**src/mpct_pkg.sv**
```systemverilog
// mouse pointer click tracker: shared constants, register codes and item types
// no dependencies; used by the interfaces and every module of the block
`default_nettype none

package mpct_pkg;

	// defaults for the top level parameters
	localparam int BUTTONS_DEF       = 5;
	localparam int FRACTION_BITS_DEF = 8;

	// fixed field widths
	localparam int MASK_W     = 5;
	localparam int COORD_W    = 12;
	localparam int GAIN_W     = 16;
	localparam int MOVE_W     = 8;
	localparam int TIME_W     = 32;
	localparam int WINDOW_W   = 16;
	localparam int GAIN_FRAC  = 8;
	localparam int CFG_IDX_W  = 3;
	localparam int CFG_DATA_W = 32;

	// register reset values
	localparam logic [COORD_W-1:0]  MAX_X_RST       = 12'd720;
	localparam logic [COORD_W-1:0]  MAX_Y_RST       = 12'd576;
	localparam logic [GAIN_W-1:0]   GAIN_RST        = 16'd256;
	localparam logic [WINDOW_W-1:0] DOUBLE_CLICK_RST = 16'd500;
	localparam logic [TIME_W-1:0]   IDLE_LIMIT_RST  = 32'd5000;

	// configuration register indexes
	typedef enum logic [CFG_IDX_W-1:0] {
		REG_MAX_X        = 3'd0,
		REG_MAX_Y        = 3'd1,
		REG_GAIN_X       = 3'd2,
		REG_GAIN_Y       = 3'd3,
		REG_DOUBLE_CLICK = 3'd4,
		REG_IDLE_LIMIT   = 3'd5
	} cfg_reg_t;

	// one polled mouse report
	typedef struct packed {
		logic [TIME_W-1:0]        packet_number;
		logic signed [MOVE_W-1:0] move_x;
		logic signed [MOVE_W-1:0] move_y;
		logic signed [MOVE_W-1:0] wheel;
		logic [MASK_W-1:0]        button_bits;
		logic [TIME_W-1:0]        now_ms;
	} report_t;

	// one tracker result
	typedef struct packed {
		logic [COORD_W-1:0]       pointer_x;
		logic [COORD_W-1:0]       pointer_y;
		logic signed [MOVE_W-1:0] delta_x;
		logic signed [MOVE_W-1:0] delta_y;
		logic signed [MOVE_W-1:0] wheel_delta;
		logic [MASK_W-1:0]        down_mask;
		logic [MASK_W-1:0]        click_mask;
		logic [MASK_W-1:0]        double_click_mask;
		logic [MASK_W-1:0]        hold_mask;
		logic                     active;
		logic                     pointer_reset_request;
	} result_t;

	// per-button event flags from the button unit
	typedef struct packed {
		logic [MASK_W-1:0] click;
		logic [MASK_W-1:0] dbl;
		logic [MASK_W-1:0] hold;
		logic              quiet;
	} btn_flags_t;

endpackage

`default_nettype wire

```
**src/mpct_if.sv**
```systemverilog
// mouse pointer click tracker: valid/ready channels for reports and results
// depends on mpct_pkg for the item types
`default_nettype none

interface mpct_report_if;
	logic              valid;
	logic              ready;
	mpct_pkg::report_t data;

	modport source (output valid, output data, input ready);
	modport sink (input valid, input data, output ready);
endinterface

interface mpct_result_if;
	logic              valid;
	logic              ready;
	mpct_pkg::result_t data;

	modport source (output valid, output data, input ready);
	modport sink (input valid, input data, output ready);
endinterface

`default_nettype wire

```
**src/mpct_axis.sv**
```systemverilog
// mouse pointer click tracker: one pointer axis, gain scaling, add and clamp
// holds the fixed-point position register; depends on mpct_pkg
`default_nettype none

module mpct_axis #(
	parameter int FRACTION_BITS = mpct_pkg::FRACTION_BITS_DEF,
	parameter logic [mpct_pkg::COORD_W-1:0] RESET_MAX = mpct_pkg::MAX_X_RST
) (
	input  wire logic                               clk,
	input  wire logic                               arst_n,
	input  wire logic                               step,
	input  wire logic                               recentre,
	input  wire logic signed [mpct_pkg::MOVE_W-1:0] move,
	input  wire logic [mpct_pkg::GAIN_W-1:0]        gain,
	input  wire logic [mpct_pkg::COORD_W-1:0]       lim_max,
	input  wire logic [mpct_pkg::COORD_W-1:0]       centre_max,
	output logic [mpct_pkg::COORD_W-1:0]            coord
);

	localparam int POS_W  = mpct_pkg::COORD_W + FRACTION_BITS;
	localparam int PROD_W = mpct_pkg::MOVE_W + mpct_pkg::GAIN_W + 1;
	localparam int UP     = (FRACTION_BITS >= mpct_pkg::GAIN_FRAC) ?
		FRACTION_BITS - mpct_pkg::GAIN_FRAC : 0;
	localparam int DN     = (FRACTION_BITS >= mpct_pkg::GAIN_FRAC) ?
		0 : mpct_pkg::GAIN_FRAC - FRACTION_BITS;
	localparam int SCL_W  = PROD_W + UP;
	localparam int SUM_W  = ((POS_W + 1 > SCL_W) ? POS_W + 1 : SCL_W) + 1;
	localparam logic [POS_W-1:0] RESET_POS = POS_W'((POS_W'(RESET_MAX) << FRACTION_BITS) >> 1);

	logic [POS_W-1:0]        pos_q;
	logic [POS_W-1:0]        pos_adv;
	logic [POS_W-1:0]        pos_next;
	logic [POS_W-1:0]        centre_pos;
	logic signed [PROD_W-1:0] prod;
	logic signed [SCL_W-1:0]  scaled;
	logic signed [SUM_W-1:0]  sum;
	logic signed [SUM_W-1:0]  lim;

	// motion times Q8.8 gain, aligned to the position fraction (floor on right shift)
	assign prod   = move * $signed({1'b0, gain});
	assign scaled = (SCL_W'(prod) <<< UP) >>> DN;

	// add and clamp to 0..max
	assign sum = SUM_W'(scaled) + $signed(SUM_W'(pos_q));
	assign lim = $signed(SUM_W'(lim_max) << FRACTION_BITS);

	always_comb begin
		priority if (sum < 0) begin
			pos_adv = '0;
		end else if (sum > lim) begin
			pos_adv = POS_W'(lim);
		end else begin
			pos_adv = POS_W'(sum);
		end
	end

	assign centre_pos = POS_W'((POS_W'(centre_max) << FRACTION_BITS) >> 1);
	assign pos_next   = step ? pos_adv : pos_q;
	assign coord      = pos_next[FRACTION_BITS +: mpct_pkg::COORD_W];

	// position register
	always_ff @(posedge clk or negedge arst_n) begin
		if (!arst_n) begin
			pos_q <= RESET_POS;
		end else if (recentre) begin
			pos_q <= centre_pos;
		end else if (step) begin
			pos_q <= pos_adv;
		end
	end

endmodule

`default_nettype wire

```
**src/mpct_buttons.sv**
```systemverilog
// mouse pointer click tracker: per-button click, double click and hold events
// holds previous button state and release times; depends on mpct_pkg
`default_nettype none

module mpct_buttons #(
	parameter int BUTTONS = mpct_pkg::BUTTONS_DEF
) (
	input  wire logic                           clk,
	input  wire logic                           arst_n,
	input  wire logic                           step,
	input  wire logic [mpct_pkg::MASK_W-1:0]    down,
	input  wire logic [mpct_pkg::TIME_W-1:0]    now_ms,
	input  wire logic [mpct_pkg::WINDOW_W-1:0]  window,
	output mpct_pkg::btn_flags_t                flags
);

	// buttons past the report width never go down
	localparam int ACT = (BUTTONS < mpct_pkg::MASK_W) ? BUTTONS : mpct_pkg::MASK_W;

	logic [mpct_pkg::MASK_W-1:0] prev_down_q;
	logic [mpct_pkg::TIME_W-1:0] rel_q [ACT];
	logic [mpct_pkg::MASK_W-1:0] busy;

	// event decode per button
	always_comb begin
		flags = '0;
		busy  = '0;
		for (int i = 0; i < ACT; i++) begin
			busy[i]       = down[i] | prev_down_q[i];
			flags.hold[i] = down[i] & prev_down_q[i];
			flags.click[i] = ~down[i] & prev_down_q[i];
			flags.dbl[i]  = down[i] & ~prev_down_q[i] &
				((now_ms - rel_q[i]) < mpct_pkg::TIME_W'(window));
		end
		flags.quiet = ~|busy;
	end

	// previous state and release stamps
	always_ff @(posedge clk or negedge arst_n) begin
		if (!arst_n) begin
			prev_down_q <= '0;
			for (int i = 0; i < ACT; i++) begin
				rel_q[i] <= '0;
			end
		end else if (step) begin
			prev_down_q <= down;
			for (int i = 0; i < ACT; i++) begin
				if (~down[i] & prev_down_q[i]) begin
					rel_q[i] <= now_ms;
				end
			end
		end
	end

endmodule

`default_nettype wire

```
**src/mouse_pointer_click_tracker.sv**
```systemverilog
// mouse pointer click tracker, top level: input register, one step of
// tracking logic, result register. throughput one item per cycle while the
// result side takes items; a stall on result.ready holds stage 1.
// reset is asynchronous: registers take their defaults, the pointer is centred,
// packet, buttons, release times and activity clear. depends on mpct_pkg, mpct_if
`default_nettype none

module mouse_pointer_click_tracker #(
	parameter int BUTTONS       = mpct_pkg::BUTTONS_DEF,
	parameter int FRACTION_BITS = mpct_pkg::FRACTION_BITS_DEF
) (
	input  wire logic                             clk,
	input  wire logic                             arst_n,
	mpct_report_if.sink                           report,
	mpct_result_if.source                         result,
	input  wire logic                             cfg_we,
	input  wire logic [mpct_pkg::CFG_IDX_W-1:0]   cfg_index,
	input  wire logic [mpct_pkg::CFG_DATA_W-1:0]  cfg_data
);

	// configuration registers
	logic [mpct_pkg::COORD_W-1:0]  max_x_q, max_y_q;
	logic [mpct_pkg::GAIN_W-1:0]   gain_x_q, gain_y_q;
	logic [mpct_pkg::WINDOW_W-1:0] dbl_window_q;
	logic [mpct_pkg::TIME_W-1:0]   idle_limit_q;

	logic [mpct_pkg::COORD_W-1:0]  max_x_next, max_y_next;
	logic                          recentre;

	// pipeline and state
	logic                          s1_valid_q;
	mpct_pkg::report_t             data_s1;
	logic                          res_valid_q;
	mpct_pkg::result_t             res_q;
	logic [mpct_pkg::TIME_W-1:0]   last_packet_q;
	logic [mpct_pkg::MASK_W-1:0]   report_buttons_q;
	logic [mpct_pkg::TIME_W-1:0]   last_active_q;
	logic                          active_q;

	logic                          advance;
	logic                          new_pkt;
	logic                          go_idle;
	logic                          active_next;
	logic [mpct_pkg::MASK_W-1:0]   down_now;
	logic [mpct_pkg::COORD_W-1:0]  coord_x, coord_y;
	mpct_pkg::btn_flags_t          flags;

	// configuration writes
	always_ff @(posedge clk or negedge arst_n) begin
		if (!arst_n) begin
			max_x_q      <= mpct_pkg::MAX_X_RST;
			max_y_q      <= mpct_pkg::MAX_Y_RST;
			gain_x_q     <= mpct_pkg::GAIN_RST;
			gain_y_q     <= mpct_pkg::GAIN_RST;
			dbl_window_q <= mpct_pkg::DOUBLE_CLICK_RST;
			idle_limit_q <= mpct_pkg::IDLE_LIMIT_RST;
		end else if (cfg_we) begin
			unique case (mpct_pkg::cfg_reg_t'(cfg_index))
				mpct_pkg::REG_MAX_X:        max_x_q      <= cfg_data[mpct_pkg::COORD_W-1:0];
				mpct_pkg::REG_MAX_Y:        max_y_q      <= cfg_data[mpct_pkg::COORD_W-1:0];
				mpct_pkg::REG_GAIN_X:       gain_x_q     <= cfg_data[mpct_pkg::GAIN_W-1:0];
				mpct_pkg::REG_GAIN_Y:       gain_y_q     <= cfg_data[mpct_pkg::GAIN_W-1:0];
				mpct_pkg::REG_DOUBLE_CLICK: dbl_window_q <= cfg_data[mpct_pkg::WINDOW_W-1:0];
				mpct_pkg::REG_IDLE_LIMIT:   idle_limit_q <= cfg_data[mpct_pkg::TIME_W-1:0];
				default: ;
			endcase
		end
	end

	// a max write recentres both axes against the new limits
	always_comb begin
		max_x_next = max_x_q;
		max_y_next = max_y_q;
		recentre   = 1'b0;
		if (cfg_we) begin
			if (cfg_index == mpct_pkg::REG_MAX_X) begin
				max_x_next = cfg_data[mpct_pkg::COORD_W-1:0];
				recentre   = 1'b1;
			end
			if (cfg_index == mpct_pkg::REG_MAX_Y) begin
				max_y_next = cfg_data[mpct_pkg::COORD_W-1:0];
				recentre   = 1'b1;
			end
		end
	end

	// handshake: stage 1 moves on when the result register is free or draining
	assign advance      = s1_valid_q & (~res_valid_q | result.ready);
	assign report.ready = ~s1_valid_q | advance;
	assign result.valid = res_valid_q;
	assign result.data  = res_q;

	// input register
	always_ff @(posedge clk or negedge arst_n) begin
		if (!arst_n) begin
			s1_valid_q <= 1'b0;
		end else if (report.ready) begin
			s1_valid_q <= report.valid;
		end
	end

	always_ff @(posedge clk) begin
		if (report.valid && report.ready) begin
			data_s1 <= report.data;
		end
	end

	// new report detection and activity timer
	assign new_pkt  = data_s1.packet_number != last_packet_q;
	assign down_now = new_pkt ? data_s1.button_bits : report_buttons_q;
	assign go_idle  = (data_s1.now_ms - last_active_q) > idle_limit_q;

	always_comb begin
		priority if (new_pkt) begin
			active_next = 1'b1;
		end else if (go_idle) begin
			active_next = 1'b0;
		end else begin
			active_next = active_q;
		end
	end

	// report state
	always_ff @(posedge clk or negedge arst_n) begin
		if (!arst_n) begin
			last_packet_q    <= '0;
			report_buttons_q <= '0;
			last_active_q    <= '0;
			active_q         <= 1'b0;
		end else if (advance) begin
			active_q <= active_next;
			if (new_pkt) begin
				last_packet_q    <= data_s1.packet_number;
				report_buttons_q <= data_s1.button_bits;
				last_active_q    <= data_s1.now_ms;
			end
		end
	end

	// pointer axes
	mpct_axis #(
		.FRACTION_BITS (FRACTION_BITS),
		.RESET_MAX     (mpct_pkg::MAX_X_RST)
	) u_axis_x (
		.clk        (clk),
		.arst_n     (arst_n),
		.step       (advance & new_pkt),
		.recentre   (recentre),
		.move       (data_s1.move_x),
		.gain       (gain_x_q),
		.lim_max    (max_x_q),
		.centre_max (max_x_next),
		.coord      (coord_x)
	);

	mpct_axis #(
		.FRACTION_BITS (FRACTION_BITS),
		.RESET_MAX     (mpct_pkg::MAX_Y_RST)
	) u_axis_y (
		.clk        (clk),
		.arst_n     (arst_n),
		.step       (advance & new_pkt),
		.recentre   (recentre),
		.move       (data_s1.move_y),
		.gain       (gain_y_q),
		.lim_max    (max_y_q),
		.centre_max (max_y_next),
		.coord      (coord_y)
	);

	// button events
	mpct_buttons #(
		.BUTTONS (BUTTONS)
	) u_buttons (
		.clk    (clk),
		.arst_n (arst_n),
		.step   (advance),
		.down   (down_now),
		.now_ms (data_s1.now_ms),
		.window (dbl_window_q),
		.flags  (flags)
	);

	// result register
	always_ff @(posedge clk or negedge arst_n) begin
		if (!arst_n) begin
			res_valid_q <= 1'b0;
		end else if (advance) begin
			res_valid_q <= 1'b1;
		end else if (result.ready) begin
			res_valid_q <= 1'b0;
		end
	end

	always_ff @(posedge clk) begin
		if (advance) begin
			res_q.pointer_x             <= coord_x;
			res_q.pointer_y             <= coord_y;
			res_q.delta_x               <= new_pkt ? data_s1.move_x : '0;
			res_q.delta_y               <= new_pkt ? data_s1.move_y : '0;
			res_q.wheel_delta           <= new_pkt ? data_s1.wheel : '0;
			res_q.down_mask             <= down_now;
			res_q.click_mask            <= flags.click;
			res_q.double_click_mask     <= flags.dbl;
			res_q.hold_mask             <= flags.hold;
			res_q.active                <= active_next;
			res_q.pointer_reset_request <= flags.quiet;
		end
	end

	// checks on the tracking logic
	a_result_from_item: assert property (@(posedge clk) disable iff (!arst_n)
		$rose(res_valid_q) |-> $past(s1_valid_q))
		else $error("result appeared without an item in stage 1");

	a_click_not_down: assert property (@(posedge clk) disable iff (!arst_n)
		res_valid_q |-> (res_q.down_mask & res_q.click_mask) == '0)
		else $error("button both down and clicked");

	a_hold_dbl_down: assert property (@(posedge clk) disable iff (!arst_n)
		res_valid_q |-> ((res_q.hold_mask | res_q.double_click_mask) & ~res_q.down_mask) == '0)
		else $error("hold or double click on a button that is up");

	a_reset_req_quiet: assert property (@(posedge clk) disable iff (!arst_n)
		res_valid_q && res_q.pointer_reset_request |->
			(res_q.click_mask | res_q.hold_mask) == '0)
		else $error("pointer reset request while buttons active");

endmodule

`default_nettype wire
```
**src/flat_wrapper.sv**
```systemverilog
// flat-port wrapper written by rule: the top's interface ports become plain ports
module mouse_pointer_click_tracker_flat 
#(
	parameter int BUTTONS       = mpct_pkg::BUTTONS_DEF,
	parameter int FRACTION_BITS = mpct_pkg::FRACTION_BITS_DEF
)
  (clk, arst_n, cfg_we, cfg_index, cfg_data, report_valid, report_data, report_ready, result_valid, result_data, result_ready);
  mpct_report_if report_i ();
  mpct_result_if result_i ();
  input  wire logic clk;
  input  wire logic arst_n;
  input  wire logic cfg_we;
  input  wire logic [mpct_pkg::CFG_IDX_W-1:0] cfg_index;
  input  wire logic [mpct_pkg::CFG_DATA_W-1:0] cfg_data;
  input wire logic [$bits(report_i.valid)-1:0] report_valid;
  input wire logic [$bits(report_i.data)-1:0] report_data;
  output wire logic [$bits(report_i.ready)-1:0] report_ready;
  output wire logic [$bits(result_i.valid)-1:0] result_valid;
  output wire logic [$bits(result_i.data)-1:0] result_data;
  input wire logic [$bits(result_i.ready)-1:0] result_ready;
  assign report_i.valid = report_valid;
  assign report_i.data = report_data;
  assign report_ready = report_i.ready;
  assign result_valid = result_i.valid;
  assign result_data = result_i.data;
  assign result_i.ready = result_ready;
  mouse_pointer_click_tracker #(.BUTTONS(BUTTONS), .FRACTION_BITS(FRACTION_BITS)) u_core (.clk(clk), .arst_n(arst_n), .report(report_i), .result(result_i), .cfg_we(cfg_we), .cfg_index(cfg_index), .cfg_data(cfg_data));
endmodule
```
**config.mk**
```make
export PLATFORM = sky130hd
export DESIGN_NAME = mouse_pointer_click_tracker_flat
export DESIGN_NICKNAME = d
export VERILOG_FILES = /design/src/mpct_pkg.sv /design/src/mpct_if.sv /design/src/mpct_axis.sv /design/src/mpct_buttons.sv /design/src/mouse_pointer_click_tracker.sv /design/src/flat_wrapper.sv
export SDC_FILE = /design/constraint.sdc
export NUM_CORES = 2
export LEC_CHECK = 0
export BUFFER_PORTS_ARGS = -buffer_cell sky130_fd_sc_hd__buf_2
export CAP_MARGIN = 20
export CORE_AREA = 2 2 314 254
export DETAILED_ROUTE_END_ITERATION = 7
export DIE_AREA = 0 0 316 256
export PLACE_DENSITY = 0.73
export SKIP_LAST_GASP = 1
export SYNTH_ARGS = -nofsm -noshare
export SYNTH_HDL_FRONTEND = slang
export SYNTH_SLANG_ARGS = --single-unit
```
**constraint.sdc**
```tcl
create_clock -name clk -period 21.7 [get_ports clk]
set_clock_uncertainty 0.1 [all_clocks]
set_input_delay 3.255 -clock clk [delete_from_list [all_inputs] [get_ports clk]]
set_output_delay 3.255 -clock clk [all_outputs]
set_load 0.05 [all_outputs]
```
Word level (Yosys, flattened, before mapping). Index checks and enable logic that the tools add are counted.

Output and inout port bits: 72. Register bits after elaboration: 539.

Reduce and logical (&&, ||, !) cells: 16. Eq/ne operators: 6. Add/subtract/negate cells: 8. Multiplexer cells: 20. Bitwise gates (word level): 41. Magnitude comparators: 10. Multipliers: 2.

Operators with widths (number): $sub 32x32->32 (6); $lt 32x16->1 (5); $mux 20 (8); $add 25x21->26 (2); $gt 26x21->1 (2); $lt 26x1->1 const B (2); $mul 8x17->25 (2); $mux 12 (4); $gt 32x32->1 (1); $ne 32x32->1 (1); $and 1x1->1 (22); $reduce_and 2->1 (10); $not 1->1 (12); $mux 1 (7); $or 1x1->1 (7); $eq 3x2->1 const B (2); $eq 3x3->1 const B (2); $mux 5 (1); $reduce_or 5->1 (1); $reduce_bool 2->1 (2); $eq 3x1->1 const B (1); $logic_not 3->1 (1); $logic_and 1x1->1 (1); $logic_not 1->1 (1).

Logic depth before layout (Yosys ltp).
Word-level depth: 7. Mapped depth: 34. Mapped depth without buffers: 31.

By module. From an unflattened synthesis, not the netlist that was laid out.

Cell total of the unflattened synthesis: 4447. Area, all modules: 44416.3 um^2.

Modules (own cells, without submodules): mpct_buttons (area an instance 17013.8 um^2, sequential area each 4129.0 um^2, cells an instance 2012, instances 1); mouse_pointer_click_tracker (area an instance 14711.6 um^2, sequential area each 9322.7 um^2, cells an instance 1046, instances 1); mpct_axis (u_core.u_axis_y) (area an instance 6402.4 um^2, sequential area each 503.0 um^2, cells an instance 686, instances 1); mpct_axis (u_core.u_axis_x) (area an instance 6288.5 um^2, sequential area each 505.5 um^2, cells an instance 703, instances 1).

Least setup slack after synthesis. Ideal clock, no wire load.

Kind: reg-to-reg. Start: reg u_core.data_s1[53] (netlist name). End: reg u_core.u_axis_x.pos_q[10]. Stages on the path, launching flop included: 28. Slack: 14.289 ns. Buffers on the path: 3. Data arrival time: 7.187 ns. Required time: 21.475 ns. Setup time: 0.125 ns. Cells stage by stage: edfxtp_1 > clkbuf_1 > clkbuf_1 > nand2_1 > fa_1 > inv_1 > fa_1 > fa_1 > fa_1 > ha_1 > ha_1 > a21o_1 > a31o_2 > a211oi_1 > a31oi_1 > a21oi_1 > xnor2_1 > ha_1 > or4b_2 > nor4b_1 > nand4_1 > o22ai_1 > o22ai_1 > nor4b_4 > buf_4 > mux2i_1 > o22ai_1 > mux2_2.

Cells in the longest elaborated chain, start to end: 7. Elaborated cells on any way between the ends: 8. Those cells by class: add/sub (1); mul (1); order compare (2); mux (4).

Ends and longest elaborated chain: start, declared (line mouse_pointer_click_tracker.sv:32) `mpct_pkg::report_t data_s1;`; start signal, assigned (line mouse_pointer_click_tracker.sv:104) `data_s1 <= report.data;`; $mul 8x17->25 (*) (line mpct_axis.sv:40) `assign prod = move * $signed({1'b0, gain});`; $add 25x21->26 (*) (line mpct_axis.sv:44) `assign sum = SUM_W'(scaled) + $signed(SUM_W'(pos_q));`; $gt 26x21->1 (line mpct_axis.sv:50) `end else if (sum > lim) begin`; $mux 20 (line mpct_axis.sv:50); $mux 20 (*) (line mpct_axis.sv:48) `priority if (sum < 0) begin`; $mux 20 (*); net u_core.coord_x (one bit) (line mouse_pointer_click_tracker.sv:45) `logic [mpct_pkg::COORD_W-1:0] coord_x, coord_y;`; $mux 20 (*) (line mpct_axis.sv:65) `end else if (recentre) begin`; end signal, assigned (line mpct_axis.sv:66) `pos_q <= centre_pos;`; end signal, assigned (line mpct_axis.sv:68) `pos_q <= pos_adv;`; end, declared (line mpct_axis.sv:30) `logic [POS_W-1:0] pos_q;`.

The timed path passes the listed nets; every way through them passes the cells marked *. The select of a mux whose other input is x is not followed. A chain may end at the register's enable or synchronous reset.

Worst setup path after layout.
Start: reg u_core.data_s1[53] (netlist name). End: reg u_core.u_axis_x.pos_q[15].

Same word-level chain as after synthesis.

==> results.json <==
{
  "mostFrequentLayoutCell": "nand2_1",
  "max_stage_delay_ns": 0.74,
  "drv_cap": 0,
  "max_freq_ghz": 0.120,
  "dp_hpwl_um": 80600,
  "ys_ff_latch": 539,
  "cts_sinks": 539,
  "viasPerCell": 5.70,
  "hp-class": "flip-flop to flip-flop",
  "hold_violations": 0,
  "placed_cell_area_um2": 44800,
  "die_x_um": 316,
  "final_area_um2": 46800,
  "layout_common_cells": "545 x nand2_1, 535 x inv_1, 457 x ha_1",
  "cts_made_buffers": 60,
  "syn_nets": 5289,
  "n_fill_cell": 6663,
  "drt_first_pass_iters": 7,
  "clockBufferDepth": 3,
  "avgRoutedWirePerCell_um": 18.6,
  "coreArea_um2": 77900,
  "cp_data_required_time_ns": 22.13,
  "grt_overflow": 0,
  "met1Wirelength_um": 51200,
  "nNetsFinal": 5476,
  "cp_max_fo": 17,
  "slew_viol_final": 0,
  "endpoint_kind": "flip-flop",
  "synth_cells": 4485,
  "area_growth_pct": 9.91,
  "cts-resized-gates": 0,
  "dp_cells": 5642,
  "critPathLaunchType": "flip-flop",
  "final_cells": 5760,
  "wl_met2_um": 44600,
  "drt_wl_total_um": 107000,
  "critPathKind": "flip-flop to flip-flop",
  "initial_utilization_pct": 54.6,
  "route.detailed.drc": 0,
  "ys_types": 97,
  "htree_levels": 2,
  "slew_headroom_pct": 38.0,
  "routed-wl-met3_um": 8700,
  "boundaryPins": 205,
  "ys_seq_area_share_pct": 33.7,
  "arrival_ns": 8.78,
  "routed-via-count": 32900,
  "grt_pass1_vias": 31800,
  "num_rows": 92,
  "path_clk_slew_ns": 0.06,
  "worst_pin_slew_ns": 0.930,
  "clk_latency_ns": 0.66,
  "syn_avg_cell_area_um2": 9.48,
  "grt_pass1_wl_um": 172000,
  "async_reset_ff_share_pct": 69.8,
  "cts_setup_buffers": 0,
  "syn-cell-area_um2": 42500,
  "drtAntennaViolNets": 0,
  "gp_congestion": 0.922,
  "cpMostUsedCell": "fa_1",
  "grt_util_all_layers_pct": 26.7,
  "finalSetupViolCount": 0,
  "ys.flop_type": "dfrtp_1",
  "cts_tree": "done",
  "synth-edff-count": 163,
  "layout-drive-gt1-share_pct": 10.8,
  "setup_tns_ns": 0,
  "fin_crit_ns": 8.35,
  "grt_max_degree": 79,
  "root_buffer": "clkbuf_16",
  "post-route-period-util_pct": 38.5,
  "hold_ws_ns": 0.385,
  "top_layer": "met5",
  "rsz0062_at_grt": "false",
  "antenna_found_initial": 4,
  "die_area_um2": 80900,
  "die_y_um": 256,
  "crit_slowest_cell": "edfxtp_1",
  "port_buffers": 204,
  "status": "completed",
  "cts-hold-fix-buffers": 0,
  "drt_iter0_drc": 2329,
  "yosys_warnings": 0
}
[per-stage QoR]
step,util (%),worst slack (ns)
6_report,60.0,13.35
5_1_grt,60.0,12.88
4_1_cts,60.0,13.09
3_5_place_dp,57.4,13.06
3_3_place_gp,57.4,13.31
2_1_floorplan,-,14.29
[flip-flops by register name, indices dropped and copies added, names as in the netlist]
name                     cells
u_core.gain_x_q             16
u_core.last_packet_q        32
u_core.max_y_q              12
u_core.u_axis_x.pos_q       20
u_core.result.valid          1
u_core.last_active_q        32
u_core.active_q              1
u_core.max_x_q              12
u_core.data_s1              93
u_core.s1_valid_q            1
u_core.result.data          70
u_core.dbl_window_q         16
u_core.gain_y_q             16
u_core.idle_limit_q         32
u_core.report_buttons_q      5
u_core.u_buttons.rel_q     160
u_core.u_axis_y.pos_q       20
[layer usage]
layer / track usage (%) / vias up
li1: - / 15900
met1: 40.2 / 15800
met2: 39.4 / 1020
met3: 5.47 / 174
met4: 6.45 / 2
met5: 0 / -
[critical path, delay by kind of cell, from the launching register on]
kind | cells | cell delay, ns
xor gates and xnor gates | 1 | 0.18
DFF | 1 | 0.74
buffers and inverters | 4 | 0.38
AOI/OAI and AO/OA | 7 | 1.46
muxes | 2 | 0.54
and+or+nand+nor | 6 | 1.78
adders and majority gates | 7 | 3.04
[cell families (layout without fill, tap and decap cells)]
| family | after synthesis | count (layout) | synth area share [%] |
|---|---|---|---|
| other cells | 0 | 2 | 0 |
| mux | 137 | 137 | 3.50 |
| xor+xnor | 174 | 174 | 3.58 |
| buf+inv | 662 | 901 | 5.89 |
| compound gates | 1017 | 1017 | 15.2 |
| simple gates | 1285 | 1285 | 14.7 |
| fa+ha+maj | 671 | 671 | 23.5 |
| flops | 539 | 539 | 33.7 |
[area by class of cell]
class	count	area (um2)	share of cell area, %
inverters	536	2010	4.30
well taps	1034	1290	2.77
multi-input cells	3284	25700	55.1
flip-flops and latches	539	14300	30.7
clock buffers	74	1580	3.37
repair buffers	251	1400	2.98
clock inverters	40	395	0.846
diodes	2	5.00	0.0107
[synthesized netlist by cell type (all sizes together), types with 25 or more instances]
master	number	share of area, %
nor3	34	0.40
dfrtp	351	21
nand2b	51	0.75
edfxtp	163	12
and3	27	0.41
nand3	53	0.62
nor4	25	0.37
a21o	102	1.8
o21ai	361	4.2
and2	181	2.7
a211oi	34	0.60
mux2i	43	1.0
a21oi	186	2.2
ha	457	13
o21a	45	0.79
inv	536	4.7
nor2b	70	1.0
dfstp	25	1.5
nand2	548	4.8
o21bai	34	0.61
mux2	94	2.5
xnor2	129	2.7
a31oi	27	0.40
fa	214	10
o22ai	35	0.51
clkbuf	116	1.0
nand4	49	0.72
xor2	45	0.93
nor2	178	1.6
[path summary, 6_finish.rpt]
check | slack (ns) | end | startpoint | cells after the start
setup / recovery | 13.35 | u_core.u_axis_x.pos_q[15] | u_core.data_s1[53] | 27
hold / removal | 0.38 | u_core.last_packet_q[10] | u_core.data_s1[71] | 2
max in group asynchronous | 16.97 | u_core.last_packet_q[17] | arst_n | 3
min in group asynchronous | 2.43 | u_core.idle_limit_q[28] | arst_n | 1
setup reg to reg | 13.35 | u_core.u_axis_x.pos_q[15] | u_core.data_s1[53] | 27
hold reg to reg | 0.38 | u_core.last_packet_q[10] | u_core.data_s1[71] | 2
Power is not shown: default switching activity piles up to over one toggle a cycle in this logic, so the estimate is an artifact.
